[config.mk]
export PLATFORM = sky130hd
export DESIGN_NAME = touch_pad_threshold_debouncer_top
export DESIGN_NICKNAME = d
export VERILOG_FILES = /design/src/tpd_pkg.sv /design/src/tpd_front.sv /design/src/tpd_queue.sv /design/src/tpd_back.sv /design/src/touch_pad_threshold_debouncer_top.sv
export SDC_FILE = /design/constraint.sdc
export NUM_CORES = 1
export LEC_CHECK = 0
export ABC_AREA = 1
export ABC_CLOCK_PERIOD_IN_PS = 3600
export BUFFER_PORTS_ARGS = -buffer_cell sky130_fd_sc_hd__clkbuf_2
export CAP_MARGIN = 20
export CELL_PAD_IN_SITES_DETAIL_PLACEMENT = 0
export CELL_PAD_IN_SITES_GLOBAL_PLACEMENT = 2
export CORE_MARGIN = 10
export CORE_UTILIZATION = 41
export CTS_CLUSTER_SIZE = 14
export DETAILED_ROUTE_END_ITERATION = 10
export HOLD_SLACK_MARGIN = 0.02
export PLACE_DENSITY_LB_ADDON = 0.1
export SKIP_LAST_GASP = 1
export SLEW_MARGIN = 20
export SYNTH_ARGS = -nofsm -noshare
export SYNTH_HDL_FRONTEND = slang
export SYNTH_SLANG_ARGS = --single-unit
[constraint.sdc]
create_clock -name clk -period 3.6 [get_ports clk]
set_input_delay 0.18 -clock clk [delete_from_list [all_inputs] [get_ports clk]]
set_output_delay 0.18 -clock clk [all_outputs]
set_load 0.05 [all_outputs]
[src/tpd_pkg.sv]
// Shared types and constants for the touch-pad threshold debouncer.
// No dependencies; every other file in src/ refers to this package by scope.
`timescale 1ns / 1ps
`default_nettype none

package tpd_pkg;

    localparam int NUM_PADS   = 4;
    localparam int SCAN_PADS  = 3;
    localparam int SCAN_COUNT = (SCAN_PADS < NUM_PADS) ? SCAN_PADS : NUM_PADS;
    localparam int MASK_PADS  = (NUM_PADS < 4) ? NUM_PADS : 4;

    localparam int CNT_W    = 6;
    localparam int READ_W   = 8;
    localparam int CFG_W    = 8;

    localparam logic [CNT_W-1:0]  RUN_CAP      = 6'd50;
    localparam logic [CNT_W-1:0]  SETTLE_RESET = 6'd5;
    localparam logic [READ_W-1:0] OFFSET_RESET = 8'd10;

    // Configuration register indexes
    localparam logic CFG_SETTLE = 1'b0;
    localparam logic CFG_OFFSET = 1'b1;

    typedef enum logic [1:0] {
        OP_SAMPLE = 2'd0,
        OP_TICK   = 2'd1,
        OP_CAL    = 2'd2,
        OP_CLEAR  = 2'd3
    } op_t;

    typedef struct packed {
        logic [1:0]        func;
        logic [1:0]        pad;
        logic [READ_W-1:0] reading;
    } in_item_t;

    typedef struct packed {
        logic [3:0] raw_mask;
        logic [3:0] stable_mask;
        logic [3:0] struck_mask;
        logic [3:0] released_mask;
    } out_item_t;

    // Decoded command handed from the front end to the back end
    typedef struct packed {
        op_t               op;
        logic [1:0]        pad;
        logic              pad_ok;
        logic [READ_W-1:0] reading;
    } cmd_t;

endpackage

`default_nettype wire

[src/tpd_front.sv]
// Front end: decodes an input beat into a command and range-checks the pad.
// Depends on tpd_pkg.
`timescale 1ns / 1ps
`default_nettype none

module tpd_front (
    input  wire tpd_pkg::in_item_t item,
    output tpd_pkg::cmd_t          cmd
);

    always_comb
    begin
        cmd.op      = tpd_pkg::op_t'(item.func);
        cmd.pad     = item.pad;
        cmd.pad_ok  = (int'(item.pad) < tpd_pkg::NUM_PADS);
        cmd.reading = item.reading;
    end

endmodule

`default_nettype wire

[src/tpd_queue.sv]
// Two-entry command queue between the front and back ends.
// Depends on tpd_pkg.
`timescale 1ns / 1ps
`default_nettype none

module tpd_queue (
    input  wire                 clk,
    input  wire                 rst_n,
    input  wire                 push,
    input  wire tpd_pkg::cmd_t  push_cmd,
    output logic                full,
    input  wire                 pop,
    output logic                not_empty,
    output tpd_pkg::cmd_t       head
);

    tpd_pkg::cmd_t entry_reg [2];
    logic       wr_ptr_reg, wr_ptr_next;
    logic       rd_ptr_reg, rd_ptr_next;
    logic [1:0] count_reg,  count_next;
    logic       do_push, do_pop;

    assign full      = (count_reg == 2'd2);
    assign not_empty = (count_reg != 2'd0);
    assign head      = entry_reg[rd_ptr_reg];
    assign do_push   = push && !full;
    assign do_pop    = pop && not_empty;

    always_comb
    begin
        wr_ptr_next = do_push ? ~wr_ptr_reg : wr_ptr_reg;
        rd_ptr_next = do_pop  ? ~rd_ptr_reg : rd_ptr_reg;
        count_next  = count_reg + {1'b0, do_push} - {1'b0, do_pop};
    end

    always_ff @(posedge clk or negedge rst_n)
    begin
        if (!rst_n)
        begin
            wr_ptr_reg <= 1'b0;
            rd_ptr_reg <= 1'b0;
            count_reg  <= 2'd0;
        end
        else
        begin
            wr_ptr_reg <= wr_ptr_next;
            rd_ptr_reg <= rd_ptr_next;
            count_reg  <= count_next;
        end
    end

    always_ff @(posedge clk)
    begin
        if (do_push)
        begin
            entry_reg[wr_ptr_reg] <= push_cmd;
        end
    end

endmodule

`default_nettype wire

[src/tpd_back.sv]
// Back end: pad state, debounce counters, config registers and result register.
// Depends on tpd_pkg.
`timescale 1ns / 1ps
`default_nettype none

module tpd_back (
    input  wire                       clk,
    input  wire                       rst_n,
    input  wire                       cfg_we,
    input  wire                       cfg_index,
    input  wire [tpd_pkg::CFG_W-1:0]  cfg_data,
    input  wire                       cmd_valid,
    input  wire tpd_pkg::cmd_t        cmd,
    output logic                      cmd_take,
    output logic                      out_valid,
    input  wire                       out_ready,
    output tpd_pkg::out_item_t        out_data
);

    localparam int NP = tpd_pkg::NUM_PADS;
    localparam int NS = tpd_pkg::SCAN_COUNT;
    localparam int CW = tpd_pkg::CNT_W;
    localparam int RW = tpd_pkg::READ_W;

    logic [CW-1:0] settle_reg;
    logic [RW-1:0] offset_reg;

    logic [RW-1:0] last_reg   [NP];
    logic [RW-1:0] last_next  [NP];
    logic [RW-1:0] thr_reg    [NP];
    logic [RW-1:0] thr_next   [NP];
    logic [NP-1:0] raw_reg,    raw_next;
    logic [NP-1:0] stable_reg, stable_next;
    logic [CW-1:0] on_reg     [NS];
    logic [CW-1:0] on_next    [NS];
    logic [CW-1:0] off_reg    [NS];
    logic [CW-1:0] off_next   [NS];
    logic [NP-1:0] struck, released;

    logic               out_valid_reg, out_valid_next;
    tpd_pkg::out_item_t out_data_reg,  out_data_next;

    assign cmd_take  = cmd_valid && (!out_valid_reg || out_ready);
    assign out_valid = out_valid_reg;
    assign out_data  = out_data_reg;

    always_comb
    begin
        last_next   = last_reg;
        thr_next    = thr_reg;
        raw_next    = raw_reg;
        stable_next = stable_reg;
        on_next     = on_reg;
        off_next    = off_reg;
        struck      = '0;
        released    = '0;

        unique case (cmd.op)
            tpd_pkg::OP_SAMPLE:
            begin
                for (int i = 0; i < NP; i++)
                begin
                    if (cmd.pad_ok && (int'(cmd.pad) == i))
                    begin
                        last_next[i] = cmd.reading;
                        raw_next[i]  = (cmd.reading < thr_reg[i]);
                    end
                end
            end
            tpd_pkg::OP_TICK:
            begin
                for (int i = 0; i < NS; i++)
                begin
                    if (raw_reg[i])
                    begin
                        off_next[i] = '0;
                        on_next[i]  = (on_reg[i] < tpd_pkg::RUN_CAP) ? on_reg[i] + 1'b1
                                                                       : on_reg[i];
                        if (!stable_reg[i] && (on_next[i] >= settle_reg))
                        begin
                            stable_next[i] = 1'b1;
                            struck[i]      = 1'b1;
                        end
                    end
                    else
                    begin
                        on_next[i]  = '0;
                        off_next[i] = (off_reg[i] < tpd_pkg::RUN_CAP) ? off_reg[i] + 1'b1
                                                                        : off_reg[i];
                        if (stable_reg[i] && (off_next[i] >= settle_reg))
                        begin
                            stable_next[i] = 1'b0;
                            released[i]    = 1'b1;
                        end
                    end
                end
            end
            tpd_pkg::OP_CAL:
            begin
                for (int i = 0; i < NP; i++)
                begin
                    thr_next[i] = last_reg[i] - offset_reg;
                end
                stable_next = '0;
            end
            tpd_pkg::OP_CLEAR:
            begin
                stable_next = '0;
            end
            default:
            begin
                stable_next = stable_reg;
            end
        endcase
    end

    // Result formatting: only pads 0..3 fit in the masks
    always_comb
    begin
        out_data_next = '0;
        for (int i = 0; i < tpd_pkg::MASK_PADS; i++)
        begin
            out_data_next.raw_mask[i]      = raw_next[i];
            out_data_next.stable_mask[i]   = stable_next[i];
            out_data_next.struck_mask[i]   = struck[i];
            out_data_next.released_mask[i] = released[i];
        end
        out_valid_next = cmd_take || (out_valid_reg && !out_ready);
    end

    always_ff @(posedge clk or negedge rst_n)
    begin
        if (!rst_n)
        begin
            settle_reg    <= tpd_pkg::SETTLE_RESET;
            offset_reg    <= tpd_pkg::OFFSET_RESET;
            raw_reg       <= '0;
            stable_reg    <= '0;
            out_valid_reg <= 1'b0;
            for (int i = 0; i < NP; i++)
            begin
                last_reg[i] <= '0;
                thr_reg[i]  <= '0;
            end
            for (int i = 0; i < NS; i++)
            begin
                on_reg[i]  <= '0;
                off_reg[i] <= '0;
            end
        end
        else
        begin
            if (cfg_we)
            begin
                if (cfg_index == tpd_pkg::CFG_SETTLE)
                begin
                    settle_reg <= cfg_data[CW-1:0];
                end
                else
                begin
                    offset_reg <= cfg_data[RW-1:0];
                end
            end
            out_valid_reg <= out_valid_next;
            if (cmd_take)
            begin
                raw_reg    <= raw_next;
                stable_reg <= stable_next;
                last_reg   <= last_next;
                thr_reg    <= thr_next;
                on_reg     <= on_next;
                off_reg    <= off_next;
            end
        end
    end

    always_ff @(posedge clk)
    begin
        if (cmd_take)
        begin
            out_data_reg <= out_data_next;
        end
    end

endmodule

`default_nettype wire

[src/touch_pad_threshold_debouncer_top.sv]
// An accepted beat waits in the command queue, then is registered in the result register.
// Throughput: one beat per cycle while out_ready keeps the back end's result register draining.
// The 2-entry command queue lets input keep flowing while a result waits.
// Reset (rst_n, async, low): pad readings, thresholds, raw/stable bits and
// run counters clear; settle_samples = 5, cal_offset = 10; queue and output empty.
// Depends on tpd_pkg, tpd_front, tpd_queue, tpd_back.
`timescale 1ns / 1ps
`default_nettype none

module touch_pad_threshold_debouncer_top (
    input  wire                       clk,
    input  wire                       rst_n,
    // configuration write port
    input  wire                       cfg_we,
    input  wire                       cfg_index,
    input  wire [tpd_pkg::CFG_W-1:0]  cfg_data,
    // input channel
    input  wire                       in_valid,
    output logic                      in_ready,
    input  wire tpd_pkg::in_item_t    in_data,
    // result channel
    output logic                      out_valid,
    input  wire                       out_ready,
    output tpd_pkg::out_item_t        out_data
);

    tpd_pkg::cmd_t front_cmd;
    tpd_pkg::cmd_t head_cmd;
    logic          q_full;
    logic          q_not_empty;
    logic          take;

    // Front end: classify the beat (operation, pad range check)
    tpd_front u_front (
        .item (in_data),
        .cmd  (front_cmd)
    );

    // A beat is taken whenever the queue has room, independent of the
    // result side; the queue absorbs a stalled output for a couple of beats.
    assign in_ready = !q_full;

    tpd_queue u_queue (
        .clk       (clk),
        .rst_n     (rst_n),
        .push      (in_valid),
        .push_cmd  (front_cmd),
        .full      (q_full),
        .pop       (take),
        .not_empty (q_not_empty),
        .head      (head_cmd)
    );

    // Back end: state update plus result register. Pops one command per
    // cycle whenever its result register is empty or being drained.
    tpd_back u_back (
        .clk       (clk),
        .rst_n     (rst_n),
        .cfg_we    (cfg_we),
        .cfg_index (cfg_index),
        .cfg_data  (cfg_data),
        .cmd_valid (q_not_empty),
        .cmd       (head_cmd),
        .cmd_take  (take),
        .out_valid (out_valid),
        .out_ready (out_ready),
        .out_data  (out_data)
    );

endmodule

`default_nettype wire

==> out/results.tsv <==
stage	metric	value	unit
setup_path	r2r startpoint	u_queue.rd_ptr_reg	
pwr	Pwr per Cell Area	845	nW/um2
routing	top routing layer in use	met4	
timing	fin crit share	70.0	%
yosys	Cell Area, Synth	9830	um2
clock_tree	clk sink count	165	
clock_tree	cts hold-fix bufs	16	
timing	RSZ-0062 raised after global routing	false	
finish	area grow syn2layout	13.4	%
routing	Residual DRC	0	
global_route	pin count of the biggest net entering global routing	73	
setup_path	CP delay by family, top	simple AND/OR/NAND/NOR gates	
setup_path	CP cell instances	nand2_1, o21ai_2, inv_2, nor2_4, inv_2, nor2_4, nand2_1, inv_1, nand2_1, o21ai_0	
setup_path	max incr delay on CP	0.79	ns
setup_path	Crit. End Element	register	
die	# IOs	44	
global_route	gr ovfl total	0	
yosys	Cells after Synth	1171	
clock_tree	CTS Buf Count	17	
hold_path	Hold Startpoint	cfg_data[1]	
die	die width	175	um
setup_path	Worst R2R Path Depth	10	
pwr	Power Total	9420	uW
flow_run	MaxCap Viol Count	0	
yosys	count leader, synth	nand2_1	
routing	post-DR vias/cell	4.70	
yosys	ys async rst share	77.0	%
finish	nets@finish	1367	
finish	ratio of cells with drive above 1 in the final layout	8.96	%
finish	ANT cells	0	
setup_path	FF-to-FF setup slack	1.08	ns
place	GP Congestion	0.787	
clock_tree	Clk pin slew, worst setup/hold paths	0.07	ns
global_route	initial antenna violation count	0	
clock_tree	H-Tree Depth	4	
setup_path	Crit-path slowest cell	dfrtp_1	
routing	Final ANT Viol Nets	0	
timing	minimum clock period	2.52	ns
setup_path	Critical Path RT	3.94	ns
timing	setup TNS	0	ns
yosys	Yosys top cell by area	dfrtp_1	
timing	clock skew	0.0166	ns
setup_path	crit path kind	reg -> reg	
yosys	Synth Flop Type	dfrtp_1	
yosys	top cells by count, synth	nand2_1 (322), inv_1 (195), dfrtp_1 (123)	
pwr	Peak VDD IR	260	uV
die	Core Region	23500	um2
clock_tree	Max clock buf depth	2	
die	Initial Util	41.8	%
global_route	first-pass GRT wire length	38.2	mm
routing	1st-iter DRT viols	453	
routing	WL final	22.9	mm
hold_path	worst hold stages	3	
timing	Max Slew Vio Count	0	
yosys	synth top area cells	dfrtp_1 (31%), ha_1 (13%), nand2_1 (12%), edfxtp_1 (12%), inv_1 (7.4%)	
routing	met1 WL	11.0	mm
clock_tree	post-cts resize count	0	
status	status	completed	
clock_tree	CTS root buf	clkbuf_16	
timing	Setup Viol. Count Final	0	
routing	Met2 Routed Length	11.1	mm
setup_path	reg2reg end	u_back.off_reg[1]	
place	detailed placement HPWL	17.1	mm
die	Die Area	30600	um2
finish	Layout Utilization	47.3	%
timing	Final Hold Viols	0	
timing	Worst-Margin Slew	0.758	ns
yosys	Synth top area share	31.3	%
routing	post-DR wirelength/cell	14.6	um
yosys	Synth Register Bits	165	
place	IO Port Bufs	41	
yosys	Post-synth EDFFs	38	
place	dpl cells	1521	
die	Rows	56	
routing	met3 WL	516	um
die	Die Height	175	um
routing	via count	7373	
global_route	vias in the first global route	7161	
setup_path	Crit Path Max Fanout	27	
finish	fillers	2367	
yosys	Post-Syn Area per Cell	8.39	um2
clock_tree	# Post-CTS Setup Buffers	0	
pwr	Leak	0.00578	uW
yosys	sequential area share after synthesis	44.0	%
finish	Cell Count, Final, Fillers Out	1569	
hold_path	Hold EP	u_back.offset_reg[1]	
clock_tree	CTS tree	done	
setup_path	startpoint class of the critical path	register	
timing	fmax	0.397	GHz
hold_path	HP Class	in -> reg	
routing	Pre-antenna DRT Iters	4	
clock_tree	worst skew pair latency	0.44	ns
timing	Rel. slew slack	49.5	%
setup_path	CP most frequent cell	nand2_1	
yosys	Yosys Warn Count	0	
yosys	synth unique cells	37	
setup_path	critical path data arrival time	2.87	ns
setup_path	Worst Path Buf+Inv	3	
global_route	total track usage	15.5	%
==> placed cells by master, fill, tap and decap left out, types with 10 or more instances in the layout <==
cell type / Yosys / layout
nand2_1: 322 / 322
inv_1: 195 / 195
dfrtp_1: 123 / 123
ha_1: 100 / 100
o21ai_0: 76 / 76
nand3_1: 59 / 59
nor2_1: 47 / 46
clkbuf_2: 0 / 40
edfxtp_1: 38 / 38
a21oi_1: 33 / 33
xor2_1: 28 / 28
o22ai_1: 27 / 27
clkbuf_16: 0 / 17
o21ai_1: 16 / 16
dlygate4sd3_1: 0 / 16
nor3_1: 11 / 11
buf_4: 5 / 10
==> worst register-to-register path: cells and delay by family, from the launching register on <==
family	cells	cell delay (ns)
buffers and inverters	3	0.35
DFF	1	0.79
and+or+nand+nor	5	1.10
AOI/OAI and AO/OA	2	0.20
==> metal layers <==
layer | vias up | global-route usage [%]
met2 | 66 | 26.2
met3 | 12 | 2.24
li1 | 3921 | -
met5 | - | 0
met1 | 3374 | 20.4
met4 | 0 | 4.13
==> final cells by class <==
class / instances / area, um2 / area share (%)
clock inverter: 15 / 160 / 1.44
multi-input combinational: 786 / 4640 / 41.6
tap: 319 / 399 / 3.58
sequential: 165 / 4320 / 38.8
inverter: 200 / 751 / 6.74
clock buffer: 17 / 425 / 3.82
timing repair buffer: 67 / 447 / 4.01
==> how the worst max path moves through the flow <==
stage                        from                  end  slack [ns]  cells after the start
6_report       u_queue.rd_ptr_reg    u_back.off_reg[1]        1.08                     10
5_1_grt        u_queue.rd_ptr_reg    u_back.off_reg[4]        0.82                     10
4_1_cts        u_queue.rd_ptr_reg    u_back.off_reg[1]        1.06                     10
3_5_place_dp   u_queue.rd_ptr_reg    u_back.off_reg[1]        1.09                     10
3_3_place_gp   u_queue.rd_ptr_reg     u_back.on_reg[7]        1.11                     10
2_1_floorplan    u_back.on_reg[2]  u_back.out_data[10]        1.53                     13
==> metrics by stage <==
| step | setup slack, ns | area (um2) | hold WS (ns) |
|---|---|---|---|
| global route | 0.817 | 11100 | 0.0551 |
| global placement | 1.11 | 10400 | 0.269 |
| floorplan | 1.53 | 9830 | -0.116 |
| finish | 1.08 | 11100 | 0.0486 |
| detailed placement | 1.09 | 10400 | 0.275 |
| CTS | 1.06 | 11100 | 0.0239 |
==> where the power goes <==
group	total [uW]	switching, uW	internal, uW	leakage, uW
clock	1820	891	931	0.000289
sequential	3100	450	2650	0.00197
combinational	4500	2860	1640	0.00353
==> cells by family (layout without fill, tap and decap cells) <==
| family | count (synthesis) | in the layout | share of synthesized area, % |
|---|---|---|---|
| buffers and inverters | 221 | 299 | 8.94 |
| other | 1 | 2 | 0.0382 |
| XOR/XNOR | 37 | 37 | 3.30 |
| AO/OA/AOI/OAI | 175 | 175 | 9.98 |
| AND/OR/NAND/NOR | 460 | 460 | 19.3 |
| flip-flops | 165 | 165 | 44.0 |
| adder cells (fa/ha/maj) | 104 | 104 | 13.5 |
| multiplexers | 8 | 8 | 0.917 |
Note: power is estimated with default switching activity, not from simulation.
